--- src/design/gpvc_pkg.sv ---
package gpvc_pkg;

  localparam int CORDIC_STEPS = 16;
  localparam int ANG_TAB_LEN  = 24;
  localparam int CORD_ITER    = (CORDIC_STEPS < ANG_TAB_LEN) ? CORDIC_STEPS : ANG_TAB_LEN;

  // atan(2^-i) in Q30 radians
  localparam logic [31:0] ANG_TAB [ANG_TAB_LEN] = '{
    32'h3243F6A8, 32'h1DAC6705, 32'h0FADBAFC, 32'h07F56EA6, 32'h03FEAB76, 32'h01FFD55B,
    32'h00FFFAAA, 32'h007FFF55, 32'h003FFFEA, 32'h001FFFFD, 32'h000FFFFF, 32'h0007FFFF,
    32'h0003FFFF, 32'h0001FFFF, 32'h0000FFFF, 32'h00007FFF, 32'h00003FFF, 32'h00001FFF,
    32'h00000FFF, 32'h000007FF, 32'h000003FF, 32'h000001FF, 32'h000000FF, 32'h0000007F
  };

  localparam logic signed [33:0] HALF_PI_Q30 = 34'sd1686629713;
  localparam logic signed [35:0] PI_Q30      = 36'sd3373259426;
  localparam logic signed [35:0] TWO_PI_Q30  = 36'sd6746518852;
  localparam logic [31:0]        KINV_Q30    = 32'd652032874;
  localparam logic [31:0]        TWO_LN10_Q20 = 32'd4828871;
  localparam logic [31:0]        RECIP3     = 32'hAAAAAAAB;
  localparam logic [31:0]        ONE_Q30    = 32'h4000_0000;

  localparam logic [1:0] REG_ARRIVAL = 2'd0;
  localparam logic [1:0] REG_MAXADV  = 2'd1;
  localparam logic [1:0] REG_SLOW    = 2'd2;
  localparam logic [1:0] REG_GAIN    = 2'd3;

  localparam logic [11:0] ARRIVAL_RST = 12'd50;
  localparam logic [11:0] MAXADV_RST  = 12'd1000;
  localparam logic [12:0] SLOW_RST    = 13'd500;
  localparam logic [3:0]  GAIN_RST    = 4'd2;

  localparam int DIV_QBITS = 24;

endpackage

--- src/design/gpvc_in_if.sv ---
interface gpvc_in_if;
  logic               valid;
  logic               ready;
  logic               action;
  logic signed [15:0] target_x;
  logic signed [15:0] target_z;
  logic signed [15:0] pose_x;
  logic signed [15:0] pose_z;
  logic signed [15:0] pose_heading;

  modport source (output valid, action, target_x, target_z, pose_x, pose_z, pose_heading,
                  input ready);
  modport sink   (input valid, action, target_x, target_z, pose_x, pose_z, pose_heading,
                  output ready);
endinterface

--- src/design/gpvc_out_if.sv ---
interface gpvc_out_if;
  logic               valid;
  logic               ready;
  logic        [11:0] speed_advance;
  logic signed [15:0] speed_rotation;
  logic               at_target;

  modport source (output valid, speed_advance, speed_rotation, at_target, input ready);
  modport sink   (input valid, speed_advance, speed_rotation, at_target, output ready);
endinterface

--- src/design/gpvc_mul.sv ---
module gpvc_mul (
  input  logic        clk,
  input  logic [31:0] a,
  input  logic [31:0] b,
  output logic [63:0] p_r
);

  // registered product
  always_ff @(posedge clk) begin
    p_r <= 64'(a) * 64'(b);
  end

endmodule

--- src/design/gpvc_cordic.sv ---
module gpvc_cordic import gpvc_pkg::*; (
  input  logic               clk,
  input  logic               rst_n,
  input  logic               start,
  input  logic signed [16:0] dx,
  input  logic signed [16:0] dz,
  output logic               done_r,
  output logic signed [31:0] cx_r,
  output logic signed [33:0] ang_r
);

  logic signed [31:0] cy_r;
  logic signed [31:0] cx_nxt, cy_nxt, sx, sy, ix, iy;
  logic signed [33:0] ang_nxt, tab;
  logic [4:0]         cnt_r;
  logic               busy_r;

  assign ix  = 32'(dz) <<< 12;
  assign iy  = 32'(dx) <<< 12;
  assign sx  = cx_r >>> cnt_r;
  assign sy  = cy_r >>> cnt_r;
  assign tab = $signed({2'b00, ANG_TAB[cnt_r]});

  always_comb begin
    if (cy_r >= 0) begin
      cx_nxt  = cx_r + sy;
      cy_nxt  = cy_r - sx;
      ang_nxt = ang_r + tab;
    end else begin
      cx_nxt  = cx_r - sy;
      cy_nxt  = cy_r + sx;
      ang_nxt = ang_r - tab;
    end
  end

  always_ff @(posedge clk) begin
    if (!rst_n) begin
      busy_r <= 1'b0;
      done_r <= 1'b0;
      cnt_r  <= '0;
    end else begin
      done_r <= 1'b0;
      if (start) begin
        busy_r <= 1'b1;
        cnt_r  <= '0;
      end else if (busy_r) begin
        cnt_r <= cnt_r + 5'd1;
        if (cnt_r == 5'(CORD_ITER - 1)) begin
          busy_r <= 1'b0;
          done_r <= 1'b1;
        end
      end
    end
  end

  // pre-rotate the left half plane by a quarter turn, then iterate
  always_ff @(posedge clk) begin
    if (start) begin
      if (ix < 0) begin
        if (iy >= 0) begin
          cx_r  <= iy;
          cy_r  <= -ix;
          ang_r <= HALF_PI_Q30;
        end else begin
          cx_r  <= -iy;
          cy_r  <= ix;
          ang_r <= -HALF_PI_Q30;
        end
      end else begin
        cx_r  <= ix;
        cy_r  <= iy;
        ang_r <= '0;
      end
    end else if (busy_r) begin
      cx_r  <= cx_nxt;
      cy_r  <= cy_nxt;
      ang_r <= ang_nxt;
    end
  end

endmodule

--- src/design/gpvc_div.sv ---
module gpvc_div import gpvc_pkg::*; (
  input  logic        clk,
  input  logic        rst_n,
  input  logic        start,
  input  logic [36:0] dividend,
  input  logic [12:0] divisor,
  output logic        done_r,
  output logic [23:0] quot_r
);

  logic [12:0] rem_r;
  logic [13:0] trial;
  logic [4:0]  cnt_r;
  logic        busy_r;
  logic        fit;

  assign trial = {rem_r, quot_r[23]};
  assign fit   = trial >= {1'b0, divisor};

  always_ff @(posedge clk) begin
    if (!rst_n) begin
      busy_r <= 1'b0;
      done_r <= 1'b0;
      cnt_r  <= '0;
    end else begin
      done_r <= 1'b0;
      if (start) begin
        busy_r <= 1'b1;
        cnt_r  <= '0;
      end else if (busy_r) begin
        cnt_r <= cnt_r + 5'd1;
        if (cnt_r == 5'(DIV_QBITS - 1)) begin
          busy_r <= 1'b0;
          done_r <= 1'b1;
        end
      end
    end
  end

  // restoring division, one quotient bit per cycle shifted into the low word
  always_ff @(posedge clk) begin
    if (start) begin
      rem_r  <= dividend[36:24];
      quot_r <= dividend[23:0];
    end else if (busy_r) begin
      rem_r  <= fit ? 13'(trial - {1'b0, divisor}) : trial[12:0];
      quot_r <= {quot_r[22:0], fit};
    end
  end

endmodule

--- src/design/goto_point_velocity_controller.sv ---
// Go-to-goal velocity controller for a differential-drive robot. A word with
// action 0 stores a goal point (mm) and arms it; it yields no result and the
// block is ready again the next cycle. A word with action 1 is a pose tick: with
// no armed goal it yields nothing, otherwise exactly one result word. The goal
// offset goes through a 16-step CORDIC vectoring unit for bearing and distance;
// inside arrival_radius the result is zero speed with at_target set and the
// goal is dropped. Otherwise rotation is gain times bearing in Q3.12, saturated,
// and advance is the speed limit * min(dist/slow_distance, 1) times a Gaussian
// of the rotation, capped at that limit. A tick is finished before the next
// one is taken: 16 CORDIC steps, a chain of products on one shared 32x32
// multiplier (Taylor series and eight squarings) and a bit-serial divider by
// slow_distance that shifts in 24 quotient bits. When the rotation is so large
// that the Gaussian factor is zero, the series and the squarings are skipped.
// in_ch.ready is high only while the sequencer idles; a finished result sits
// in an output register and does not block new input, but the next result
// waits for that register to be taken and holds off input meanwhile.
// Registers sit at byte addresses 0, 4, 8, 12 of the APB port.
module goto_point_velocity_controller import gpvc_pkg::*; (
  input  logic        clk,
  input  logic        rst_n,
  gpvc_in_if.sink     in_ch,
  gpvc_out_if.source  out_ch,
  input  logic        psel,
  input  logic        penable,
  input  logic        pwrite,
  input  logic [3:0]  paddr,
  input  logic [31:0] pwdata,
  output logic [31:0] prdata,
  output logic        pready
);

  typedef enum logic [16:0] {
    S_IDLE = 17'h00001, S_CORD = 17'h00002, S_DIST = 17'h00004, S_SQ   = 17'h00008,
    S_XM   = 17'h00010, S_XC   = 17'h00020, S_Y2   = 17'h00040, S_Y3   = 17'h00080,
    S_Y4   = 17'h00100, S_D6   = 17'h00200, S_D24  = 17'h00400, S_SQE  = 17'h00800,
    S_NUM  = 17'h01000, S_DIVS = 17'h02000, S_DIVW = 17'h04000, S_ADV  = 17'h08000,
    S_OUT  = 17'h10000
  } state_t;

  state_t state_r, state_nxt;

  // configuration
  logic [11:0] arrival_r, maxadv_r;
  logic [12:0] slow_r;
  logic [3:0]  gain_r;

  // goal and per-item working registers
  logic signed [15:0] goal_x_r, goal_z_r, head_r;
  logic               active_r;
  logic [29:0]        dist_r;
  logic signed [21:0] r13_r;
  logic signed [15:0] q12_r;
  logic [25:0]        y_r;
  logic [21:0]        y2_r;
  logic [17:0]        y3_r;
  logic [13:0]        y4_r;
  logic [29:0]        t6_r;
  logic [31:0]        g_r;
  logic [2:0]         sq_cnt_r;

  // result slot
  logic               out_valid_r, res_at_r;
  logic [11:0]        res_adv_r;
  logic signed [15:0] res_rot_r;

  logic               accept, tick, cord_start, cord_done, div_start, div_done;
  logic signed [16:0] dx, dz;
  logic signed [31:0] cx;
  logic signed [33:0] ang;
  logic [31:0]        mul_a, mul_b;
  logic [63:0]        prod;
  logic [23:0]        a12;
  logic [12:0]        sd;
  logic [24:0]        lim, num;
  logic [29:0]        dist_nxt;
  logic signed [35:0] bw, b0;
  logic signed [18:0] b13;
  logic signed [21:0] r13_nxt, q12_wide;
  logic signed [15:0] q12_nxt;
  logic [19:0]        r13_abs;
  logic [25:0]        y_nxt;
  logic [31:0]        e_nxt, e_sq;
  logic [61:0]        e_rnd;
  logic [54:0]        adv_rnd;
  logic [12:0]        adv_w;
  logic               slot_free, wr;

  assign pready = 1'b1;
  assign wr     = psel && penable && pwrite;

  always_ff @(posedge clk) begin
    if (!rst_n) begin
      arrival_r <= ARRIVAL_RST;
      maxadv_r  <= MAXADV_RST;
      slow_r    <= SLOW_RST;
      gain_r    <= GAIN_RST;
    end else if (wr) begin
      unique case (paddr[3:2])
        REG_ARRIVAL: arrival_r <= pwdata[11:0];
        REG_MAXADV:  maxadv_r  <= pwdata[11:0];
        REG_SLOW:    slow_r    <= pwdata[12:0];
        REG_GAIN:    gain_r    <= pwdata[3:0];
        default:     ;
      endcase
    end
  end

  always_comb begin
    unique case (paddr[3:2])
      REG_ARRIVAL: prdata = 32'(arrival_r);
      REG_MAXADV:  prdata = 32'(maxadv_r);
      REG_SLOW:    prdata = 32'(slow_r);
      REG_GAIN:    prdata = 32'(gain_r);
      default:     prdata = '0;
    endcase
  end

  assign in_ch.ready = (state_r == S_IDLE);
  assign accept      = in_ch.valid && in_ch.ready;
  assign tick        = accept && in_ch.action && active_r;
  assign cord_start  = tick;
  assign dx          = 17'(goal_x_r) - 17'(in_ch.pose_x);
  assign dz          = 17'(goal_z_r) - 17'(in_ch.pose_z);

  gpvc_cordic u_cordic (
    .clk    (clk),
    .rst_n  (rst_n),
    .start  (cord_start),
    .dx     (dx),
    .dz     (dz),
    .done_r (cord_done),
    .cx_r   (cx),
    .ang_r  (ang)
  );

  gpvc_mul u_mul (
    .clk (clk),
    .a   (mul_a),
    .b   (mul_b),
    .p_r (prod)
  );

  assign sd        = (slow_r == '0) ? 13'd1 : slow_r;
  assign div_start = (state_r == S_DIVS);

  gpvc_div u_div (
    .clk      (clk),
    .rst_n    (rst_n),
    .start    (div_start),
    .dividend (prod[36:0]),
    .divisor  (sd),
    .done_r   (div_done),
    .quot_r   (a12)
  );

  // bearing: wrap once into [-pi, pi], round to Q13, then scale by gain
  assign dist_nxt = prod[59:30];
  assign b0       = 36'(ang) - (36'(head_r) <<< 17);
  always_comb begin
    bw = b0;
    if (b0 > PI_Q30) bw = b0 - TWO_PI_Q30;
    if (b0 < -PI_Q30) bw = b0 + TWO_PI_Q30;
  end
  assign b13      = 19'((bw + 36'sd65536) >>> 17);
  assign r13_nxt  = $signed({18'd0, gain_r}) * 22'(b13);
  assign q12_wide = (r13_nxt + 22'sd1) >>> 1;
  always_comb begin
    if (q12_wide > 22'sd32767)       q12_nxt = 16'sh7FFF;
    else if (q12_wide < -22'sd32768) q12_nxt = 16'sh8000;
    else                             q12_nxt = q12_wide[15:0];
  end
  assign r13_abs = r13_r[21] ? 20'(-r13_r) : r13_r[19:0];

  // Gaussian series terms
  assign y_nxt   = prod[49:24];
  assign e_nxt   = ONE_Q30 - 32'(y_r) + 32'(y2_r >> 1) - 32'(t6_r) + 32'(prod[63:36]);
  assign e_rnd   = prod[61:0] + 62'(ONE_Q30 >> 1);
  assign e_sq    = 32'(e_rnd[61:30]);

  assign lim     = {sd, 12'd0};
  assign num     = (dist_r < 30'(lim)) ? dist_r[24:0] : lim;
  assign adv_rnd = prod[54:0] + (55'd1 <<< 41);
  assign adv_w   = adv_rnd[54:42];

  // operand select for the shared multiplier
  always_comb begin
    mul_a = '0;
    mul_b = '0;
    unique case (state_r)
      S_CORD: begin mul_a = cx;                   mul_b = KINV_Q30;      end
      S_SQ:   begin mul_a = 32'(r13_abs);          mul_b = 32'(r13_abs);  end
      S_XM:   begin mul_a = prod[31:0];            mul_b = TWO_LN10_Q20;  end
      S_XC:   begin mul_a = 32'(y_nxt);            mul_b = 32'(y_nxt);    end
      S_Y2:   begin mul_a = 32'(prod[51:30]);      mul_b = 32'(y_r);      end
      S_Y3:   begin mul_a = 32'(prod[47:30]);      mul_b = 32'(y_r);      end
      S_Y4:   begin mul_a = 32'(y3_r);             mul_b = RECIP3;        end
      S_D6:   begin mul_a = 32'(y4_r);             mul_b = RECIP3;        end
      S_D24:  begin mul_a = e_nxt;                 mul_b = e_nxt;         end
      S_SQE:  begin mul_a = e_sq;                  mul_b = e_sq;          end
      S_NUM:  begin mul_a = 32'(maxadv_r);         mul_b = 32'(num);      end
      S_DIVW: begin mul_a = 32'(a12);              mul_b = g_r;           end
      default: ;
    endcase
  end

  assign slot_free = !out_valid_r || out_ch.ready;

  always_comb begin
    state_nxt = state_r;
    unique case (state_r)
      S_IDLE: if (tick) state_nxt = S_CORD;
      S_CORD: if (cord_done) state_nxt = S_DIST;
      S_DIST: state_nxt = (dist_nxt < {6'd0, arrival_r, 12'd0}) ? S_OUT : S_SQ;
      S_SQ:   state_nxt = S_XM;
      S_XM:   state_nxt = (prod[63:32] != '0) ? S_NUM : S_XC;
      S_XC:   state_nxt = (prod[63:50] != '0) ? S_NUM : S_Y2;
      S_Y2:   state_nxt = S_Y3;
      S_Y3:   state_nxt = S_Y4;
      S_Y4:   state_nxt = S_D6;
      S_D6:   state_nxt = S_D24;
      S_D24:  state_nxt = S_SQE;
      S_SQE:  if (sq_cnt_r == 3'd7) state_nxt = S_NUM;
      S_NUM:  state_nxt = S_DIVS;
      S_DIVS: state_nxt = S_DIVW;
      S_DIVW: if (div_done) state_nxt = S_ADV;
      S_ADV:  state_nxt = S_OUT;
      S_OUT:  if (slot_free) state_nxt = S_IDLE;
      default: state_nxt = S_IDLE;
    endcase
  end

  always_ff @(posedge clk) begin
    if (!rst_n) begin
      state_r     <= S_IDLE;
      active_r    <= 1'b0;
      out_valid_r <= 1'b0;
    end else begin
      state_r <= state_nxt;
      if (accept && !in_ch.action) active_r <= 1'b1;
      if (state_r == S_DIST && state_nxt == S_OUT) active_r <= 1'b0;
      // hold the result word until taken; load a new one when the slot frees
      if (state_r == S_OUT && slot_free) out_valid_r <= 1'b1;
      else if (out_ch.ready)             out_valid_r <= 1'b0;
    end
  end

  // datapath registers
  always_ff @(posedge clk) begin
    if (accept && !in_ch.action) begin
      goal_x_r <= in_ch.target_x;
      goal_z_r <= in_ch.target_z;
    end
    if (accept) head_r <= in_ch.pose_heading;
    unique case (state_r)
      S_DIST: begin
        dist_r    <= dist_nxt;
        r13_r     <= r13_nxt;
        q12_r     <= q12_nxt;
        res_adv_r <= '0;
        res_rot_r <= '0;
        res_at_r  <= 1'b1;
      end
      S_XM:   if (prod[63:32] != '0) g_r <= '0;
      S_XC: begin
        if (prod[63:50] != '0) g_r <= '0;
        y_r <= y_nxt;
      end
      S_Y2:   y2_r <= prod[51:30];
      S_Y3:   y3_r <= prod[47:30];
      S_Y4:   y4_r <= prod[43:30];
      S_D6:   t6_r <= prod[63:34];
      S_D24:  sq_cnt_r <= '0;
      S_SQE: begin
        sq_cnt_r <= sq_cnt_r + 3'd1;
        if (sq_cnt_r == 3'd7) g_r <= e_sq;
      end
      S_ADV: begin
        res_adv_r <= (adv_w > {1'b0, maxadv_r}) ? maxadv_r : adv_w[11:0];
        res_rot_r <= q12_r;
        res_at_r  <= 1'b0;
      end
      default: ;
    endcase
  end

  logic [11:0]        o_adv_r;
  logic signed [15:0] o_rot_r;
  logic               o_at_r;

  always_ff @(posedge clk) begin
    if (state_r == S_OUT && slot_free) begin
      o_adv_r <= res_adv_r;
      o_rot_r <= res_rot_r;
      o_at_r  <= res_at_r;
    end
  end

  assign out_ch.valid          = out_valid_r;
  assign out_ch.speed_advance  = o_adv_r;
  assign out_ch.speed_rotation = o_rot_r;
  assign out_ch.at_target      = o_at_r;

endmodule

--- src/flat_wrapper.sv ---
// flat-port wrapper written by rule: the top's interface ports become plain ports
module goto_point_velocity_controller_flat import gpvc_pkg::*;
  (clk, rst_n, psel, penable, pwrite, paddr, pwdata, prdata, pready, in_ch_valid, in_ch_action, in_ch_target_x, in_ch_target_z, in_ch_pose_x, in_ch_pose_z, in_ch_pose_heading, in_ch_ready, out_ch_valid, out_ch_speed_advance, out_ch_speed_rotation, out_ch_at_target, out_ch_ready);
  gpvc_in_if in_ch_i ();
  gpvc_out_if out_ch_i ();
  input  logic clk;
  input  logic rst_n;
  input  logic psel;
  input  logic penable;
  input  logic pwrite;
  input  logic [3:0] paddr;
  input  logic [31:0] pwdata;
  output logic [31:0] prdata;
  output logic pready;
  input wire logic [$bits(in_ch_i.valid)-1:0] in_ch_valid;
  input wire logic [$bits(in_ch_i.action)-1:0] in_ch_action;
  input wire logic [$bits(in_ch_i.target_x)-1:0] in_ch_target_x;
  input wire logic [$bits(in_ch_i.target_z)-1:0] in_ch_target_z;
  input wire logic [$bits(in_ch_i.pose_x)-1:0] in_ch_pose_x;
  input wire logic [$bits(in_ch_i.pose_z)-1:0] in_ch_pose_z;
  input wire logic [$bits(in_ch_i.pose_heading)-1:0] in_ch_pose_heading;
  output wire logic [$bits(in_ch_i.ready)-1:0] in_ch_ready;
  output wire logic [$bits(out_ch_i.valid)-1:0] out_ch_valid;
  output wire logic [$bits(out_ch_i.speed_advance)-1:0] out_ch_speed_advance;
  output wire logic [$bits(out_ch_i.speed_rotation)-1:0] out_ch_speed_rotation;
  output wire logic [$bits(out_ch_i.at_target)-1:0] out_ch_at_target;
  input wire logic [$bits(out_ch_i.ready)-1:0] out_ch_ready;
  assign in_ch_i.valid = in_ch_valid;
  assign in_ch_i.action = in_ch_action;
  assign in_ch_i.target_x = in_ch_target_x;
  assign in_ch_i.target_z = in_ch_target_z;
  assign in_ch_i.pose_x = in_ch_pose_x;
  assign in_ch_i.pose_z = in_ch_pose_z;
  assign in_ch_i.pose_heading = in_ch_pose_heading;
  assign in_ch_ready = in_ch_i.ready;
  assign out_ch_valid = out_ch_i.valid;
  assign out_ch_speed_advance = out_ch_i.speed_advance;
  assign out_ch_speed_rotation = out_ch_i.speed_rotation;
  assign out_ch_at_target = out_ch_i.at_target;
  assign out_ch_i.ready = out_ch_ready;
  goto_point_velocity_controller u_core (.clk(clk), .rst_n(rst_n), .in_ch(in_ch_i), .out_ch(out_ch_i), .psel(psel), .penable(penable), .pwrite(pwrite), .paddr(paddr), .pwdata(pwdata), .prdata(prdata), .pready(pready));
endmodule
--- config.mk ---
export PLATFORM = sky130hd
export DESIGN_NAME = goto_point_velocity_controller_flat
export DESIGN_NICKNAME = d
export VERILOG_FILES = /design/src/design/gpvc_pkg.sv /design/src/design/gpvc_in_if.sv /design/src/design/gpvc_out_if.sv /design/src/design/gpvc_mul.sv /design/src/design/gpvc_cordic.sv /design/src/design/gpvc_div.sv /design/src/design/goto_point_velocity_controller.sv /design/src/flat_wrapper.sv
export SDC_FILE = /design/constraint.sdc
export NUM_CORES = 2
export LEC_CHECK = 0
export BUFFER_PORTS_ARGS = -buffer_cell sky130_fd_sc_hd__buf_4
export CORE_ASPECT_RATIO = 0.9
export CORE_MARGIN = 2
export CORE_UTILIZATION = 50
export CTS_CLUSTER_DIAMETER = 120
export CTS_CLUSTER_SIZE = 14
export DETAILED_ROUTE_END_ITERATION = 6
export PLACE_DENSITY = 0.72
export SLEW_MARGIN = 10
export SYNTH_ARGS = -nofsm -noshare
export SYNTH_HDL_FRONTEND = slang
export SYNTH_SLANG_ARGS = --single-unit
--- constraint.sdc ---
create_clock -name clk -period 16.65 [get_ports clk]
set_input_delay 2.4975 -clock clk [delete_from_list [all_inputs] [get_ports clk]]
set_output_delay 2.4975 -clock clk [all_outputs]
set_load 0.05 [all_outputs]
# Yosys cells after proc, flatten, opt, wreduce, memory -nomap -nowiden

Memories as Yosys holds them, arrays and structs flattened.
Cells that the tools add are included.

Bits in read-only memories: 1024
Memories kept: 1
Word-level logic and storage cells: 204
Flip-flop bits (word level): 592
Output and inout bits: 64
Input port bits: 124

Add/sub/neg operators: 26
Shifts and indexed selects: 2
Mux-type cells: 59
$lt $le $gt $ge: 12
$mul: 2
Reduce and logical (&&, ||, !) cells: 33
Bitwise gates (word level): 4
Equality and inequality tests: 27

Memory list:

| memory           | depth | width | rd ports | clocked after memory_dff | wr ports | line              | source |
|---|---|---|---|---|---|---|---|
| (name not given) | 32    | 32    | 1        | 0                        | 0        | gpvc_cordic.sv:22 | `assign tab = $signed({2'b00, ANG_TAB[cnt_r]});` |

Operator list:

| kind                     | number |
|---|---|
| $mux W32                 | 15 |
| $pmux W32 S12            | 1 |
| $pmux W32 S10            | 1 |
| $pmux W17 S17            | 1 |
| $mux W34                 | 5 |
| $pmux W32 S4             | 1 |
| $mux W17                 | 6 |
| $pmux W32 S3             | 1 |
| $mux W13                 | 6 |
| $mux W36                 | 2 |
| $add A32 B32 Y32         | 2 |
| $mul A32 B32 Y64         | 1 |
| $neg A29 Y32             | 2 |
| $sshr A32 B5 Y32         | 2 |
| $sub A32 B32 Y32         | 2 |
| $add A62 B30 Y62 const B | 1 |
| $add A55 B42 Y55 const B | 1 |
| $mux W24                 | 2 |
| $add A36 B18 Y36 const B | 1 |
| $add A36 B34 Y36 const B | 1 |
| $gt A36 B33 Y1 const B   | 1 |
| $lt A36 B33 Y1 const B   | 1 |
| $sub A36 B34 Y36 const B | 1 |
| $sub A34 B33 Y35         | 1 |
| 70 further kinds         | 107 |

# Logic depth before layout (Yosys ltp)

Word-level depth: 9
Depth in mapped cells: 53

# Cells and area by module

Synthesis repeated with hierarchy kept, for this count alone.

Cells, all modules: 8710
Area, all modules: 81220.4 µm²

Modules (own cells, without submodules):

| module                         | seq. area each (µm²) | area each (µm²) | times used | cells an instance |
|---|---|---|---|---|
| gpvc_mul                       | 1281.2               | 34601.9         | 1          | 3751 |
| goto_point_velocity_controller | 10720.3              | 27123.5         | 1          | 2773 |
| gpvc_cordic                    | 3083.0               | 16698.5         | 1          | 1948 |
| gpvc_div                       | 1251.2               | 2796.4          | 1          | 238 |

# Worst setup path after synthesis

OpenSTA, ideal clock, no wires.

Path kind: flip-flop to flip-flop
Start point: reg u_core.state_r[8]
End point: reg u_core.u_mul.p_r[62]
Path slack: 4202 ps
Setup time: 72 ps
Data required time: 16578 ps
Buffers on the path: 4
Data arrival time: 12376 ps
Cell stages (with the launch flop): 39
Period minus slack after synthesis: 12448 ps
Cell sequence: dfxtp_1 > or4_1 > nor2_1 > nand2_1 > nor4b_1 > or2_2 > clkbuf_1 > clkbuf_1 > buf_1 > a221oi_1 > and2_1 > clkbuf_1 > nor2_1 > fa_1 > fa_1 > fa_1 > inv_1 > fa_1 > [3 not listed] > fa_1 > inv_1 > fa_1 > inv_1 > ha_1 > and3_1 > a221o_1 > a2bb2oi_1 > o21ai_0 > a22o_1 > a31oi_1 > a211oi_1 > o41ai_1 > a211oi_1 > nor2_1 > o21ai_0 > a21oi_1 > xnor2_1

Cells in the longest elaborated chain, start to end: 4
Elaborated cells on any way between the ends: 17

RTL lines:

| element                                     | line                                  | source |
|---|---|---|
| from (decl)                                 | goto_point_velocity_controller.sv:40  | `state_t state_r, state_nxt;` |
| from (signal assigned)                      | goto_point_velocity_controller.sv:238 | `state_r <= state_nxt;` |
| $eq A17 B9 Y1, or another cell as far along | goto_point_velocity_controller.sv:189 | `unique case (state_r)` |
| $reduce_or A2 Y1 (no source line)           | n/a                                   |  |
| $pmux W32 S10                               | goto_point_velocity_controller.sv:189 |  |
| $mul A32 B32 Y64 *                          | gpvc_mul.sv:10                        | `p_r <= 64'(a) * 64'(b);` |
| to (signal assigned)                        | gpvc_mul.sv:10                        |  |
| to (decl)                                   | gpvc_mul.sv:5                         | `output logic [63:0] p_r` |

Mark *: on every way between the ends. The rest lies on a longest branch, timed or not.
A chain may end at the register's enable or synchronous reset.

# Worst setup path in the final report

Start point: reg u_core.u_mul.p_r[38]
End point: reg u_core.u_mul.p_r[62]

Cells in the longest elaborated chain, start to end: 3
Elaborated cells on any way between the ends: 5

RTL lines:

| element                                              | line |
|---|---|
| $add A62 B30 Y62 or $add A32 B28 Y32 (tied branches) | goto_point_velocity_controller.sv:177, goto_point_velocity_controller.sv:176 |
| $pmux W32 S12 or $pmux W32 S10 (tied branches)       | goto_point_velocity_controller.sv:189 |
| $mul A32 B32 Y64 *                                   | gpvc_mul.sv:10 |

Marked as above.

==> summary by stage <==
Run status
The flow ran to the end, but the final reports show violations. The final reports fail on DRC.

Final layout
Compared with the post-synthesis result, the final layout area differs by 6.28%. The number of nets at the end of the flow is 10200. The count of cells in the finished layout, fillers not included, comes to 10600.

The filler cells instantiated in the layout total 14000. The fraction of final layout cells with drive strength greater than 1 is 0.0720. After routing the design area is 82900 um^2.

STA
Setup repair after global routing left no endpoint under its margin. The remaining max-slew budget at the tightest pin is 0.0904. Static timing analysis puts the maximum clock frequency at ~68 MHz.

The part of the cycle the worst path needs is 0.886. The time the final worst path needs with I/O delays and setup is ~15 ns. The setup TNS after final layout is 0 ns. The final-report hold violation count is 0. The final setup skew is around 0.03 ns. The total of endpoints with negative setup slack in the final report is 0.

The tightest hold path in the finished design has a slack of 0.422 ns. The count of final max-slew check failures was 0. The actual slew at the worst max-slew pin is between 1 and 1.5 ns.

Setup path
On the worst path, the slowest cell contributes a delay of ~0.92 ns. The type of element launching the critical path is a flop. The worst-path cell with the longest stage delay is and2_1. The worst reg2reg path depth is 44. The worst reg-to-reg setup slack is about 1.9 ns. The largest driver fanout on the critical path is 17. STA puts the critical path data arrival time at between 15 and 20 ns. The kind of critical path is reg -> reg. The most numerous cell type found on the critical path is fa_1. STA classifies the critical path endpoint as a flop. The critical path required time is roughly 17 ns.

Routing
The detailed router placed 64100 vias in this run. In the routed layout, each cell is associated on average with a via count of 6.02. The detailed-route wire length is about 250 mm.

The first routing iteration left 7152 violations. The remaining antenna violation count is 0. The total iterations of the first detailed-routing run is 7.

The average routed wire per standard cell is around 23 um. The final routed DRC violation total is 11.

Global routing
The number of antenna violations at the first check in global routing is 16. The wire length of the first global-routing pass is between 300 and 400 mm. The number of global-route vias before repair was about 64000. The global-route total usage across every layer is 0.316. The total global routing overflow is 0.

The pin count of the biggest net entering global routing is 83.

Die
In this run the count of I/O pins placed on the die edge is 188. The height of the die is between 300 and 400 um. The floorplan die area is around 160000 um^2.

The region available for standard cell placement spans about 150000 um^2. The die outline width is ~420 um. The number of standard-cell rows in the floorplan is between 100 and 150. For this configuration, the core starts out at a cell density of 0.504.

Clock network
The hold buffer count at CTS is 0. TritonCTS built the clock tree. The number of sinks driven by the clock tree is a little under 600. The clock tree root driver cell is clkbuf_16. The CTS clock-pin slew for the worst setup and hold paths is 0.07 ns.

The number of buffers inserted to repair setup after CTS is 0. Clock tree synthesis inserted a total of 48 buffers. The maximum clock path buffer count is 3.

The number of gates resized after CTS is 0. The clock insertion delay at the later pin of the skew report is around 0.66 ns. The H-tree generated during clock tree synthesis spans 2 levels.

Yosys
Counting flops and latches in the post-synthesis netlist gives a little under 600. The share of synthesized area in the top cell type comes to 0.253. Averaged over all synthesized cells, the footprint is approximately 9.1 um^2.

In the synthesized netlist, the number of instances is roughly 8600. The synthesized netlist contains approximately 110 unique library cells. Ranked by total cell area, the synthesized netlist is headed by fa_1 25%, edfxtp_1 17%, ha_1 9.0%.

The most used flip-flop cell after synthesis is edfxtp_1. Counting flops with an async set or reset pin after synthesis yields a share of 0. The area of the mapped netlist is between 70000 and 80000 um^2. Counting instances in the post-synthesis netlist gives the leading cell types as 1349 x inv_1, 986 x fa_1, 912 x nand2_1. Of the synthesized area, sequential elements account for 0.209. Yosys mapped a number of flops with a built-in enable equal to roughly 450. The Yosys step of the flow raised 0 warnings. The cell type contributing the most total cell area after synthesis is fa_1.

The most frequent cell after synthesis is inv_1.

Power
The overall power consumption is 4.27 mW. Across the VDD grid, the largest voltage drop is 0.0000811 V. The static leakage is 37.2 nW. Power spread over the standard cell area amounts to a little over 50 nW/um^2.

Hold path
The path category of the worst min-delay check is reg -> reg. Counting instances, the worst hold path has a depth of 0.

Placed design
After legalization and detailed placement, the total HPWL measured 191 mm. The port buffer count is approximately 150. The cell total after placement is around 11000. In this run the cell area measured after placement is between 80000 and 90000 um^2. The final weighted congestion in routability-driven placement is ~1.0.

Flow run
The tool flagged a number of max-cap violations equal to 0.
[per-stage QoR]
stage / utilization / setup WS, ns
6_report: 0.535 / 1.89
3_5_place_dp: 0.526 / 2.40
2_1_floorplan: - / 4.20
4_1_cts: 0.535 / 2.33
5_1_grt: 0.535 / 1.52
3_3_place_gp: 0.526 / 2.40
[power breakdown]
part / internal [mW] / switching [mW] / leakage [nW]
clock: 0.551 / 0.589 / 0.681
sequential: 1.65 / 0.0392 / 4.85
combinational: 0.569 / 0.872 / 31.7
[critical path, delay by kind of cell, from the launching register on]
family	cells	cell delay, ns
xor+xnor	2	0.28
buf+inv	7	0.66
fa+ha+maj	12	5.64
flops	1	0.31
compound gates	15	5.59
simple gates	8	2.13
[layout make-up]
| type | count | area (um^2) | share of cell area |
|---|---|---|---|
| tap | 2085 | 2610 | 0.0315 |
| clock inverter | 6 | 108 | 0.00130 |
| multi-input combinational | 6210 | 55100 | 0.664 |
| clock buffer | 83 | 1330 | 0.0161 |
| antenna | 7 | 17.5 | 0.000211 |
| timing repair buffer | 316 | 2370 | 0.0286 |
| inverter | 1352 | 5070 | 0.0612 |
| sequential | 590 | 16300 | 0.197 |
[worst paths after layout]
| path | startpoint | end |
|---|---|---|
| worst min-delay path | u_core.res_rot_r[2]$_SDFFCE_PP0P_ | u_core.out_ch.speed_rotation[2]$_DFFE_PP_ |
| worst max register to register | u_core.u_mul.p_r[38]$_DFF_P_ | u_core.u_mul.p_r[62]$_DFF_P_ |
| worst min register to register | u_core.res_rot_r[2]$_SDFFCE_PP0P_ | u_core.out_ch.speed_rotation[2]$_DFFE_PP_ |
| worst max-delay path | u_core.u_mul.p_r[38]$_DFF_P_ | u_core.u_mul.p_r[62]$_DFF_P_ |
[state kept, by name (all words and copies together), names as in the netlist, 16 cells and up]
register	cells
u_core.u_cordic.ang_r	34
u_core.u_div.quot_r	24
u_core.out_ch.speed_rotation	16
u_core.y2_r	21
u_core.t6_r	30
u_core.y_r	26
u_core.q12_r	16
u_core.r13_r	21
u_core.goal_z_r	16
u_core.u_mul.p_r	64
u_core.g_r	32
u_core.u_cordic.cx_r	32
u_core.head_r	16
u_core.res_rot_r	16
u_core.y3_r	18
u_core.u_cordic.cy_r	32
u_core.dist_r	30
u_core.goal_x_r	16
u_core.state_r	17
[layer usage]
| layer | part of all wire | global-route usage |
|---|---|---|
| met1 | 0.40 | 0.441 |
| met2 | 0.43 | 0.471 |
| met3 | 0.12 | 0.0803 |
| met4 | 0.047 | 0.123 |
| met5 | 0.00039 | 0 |
[cells by family after synthesis]
logic type | synth area share
simple gates | 0.146
buf+inv | 0.0885
fa+ha+maj | 0.343
compound gates | 0.125
flops | 0.209
xor+xnor | 0.0497
mux | 0.0393
other cells | 0.0000962
[cell usage in the layout, fill, tap and decap left out, types with 133 or more instances in the layout]
cell      count
buf_4       316
nor2_1      830
nand2_1     912
xor2_1      160
inv_1      1349
dfxtp_1     133
edfxtp_1    452
a21o_1      135
o21ai_0     345
xnor2_1     274
fa_1        986
a21oi_1     372
ha_1        560
Note: power is estimated with default switching activity, not from simulation.
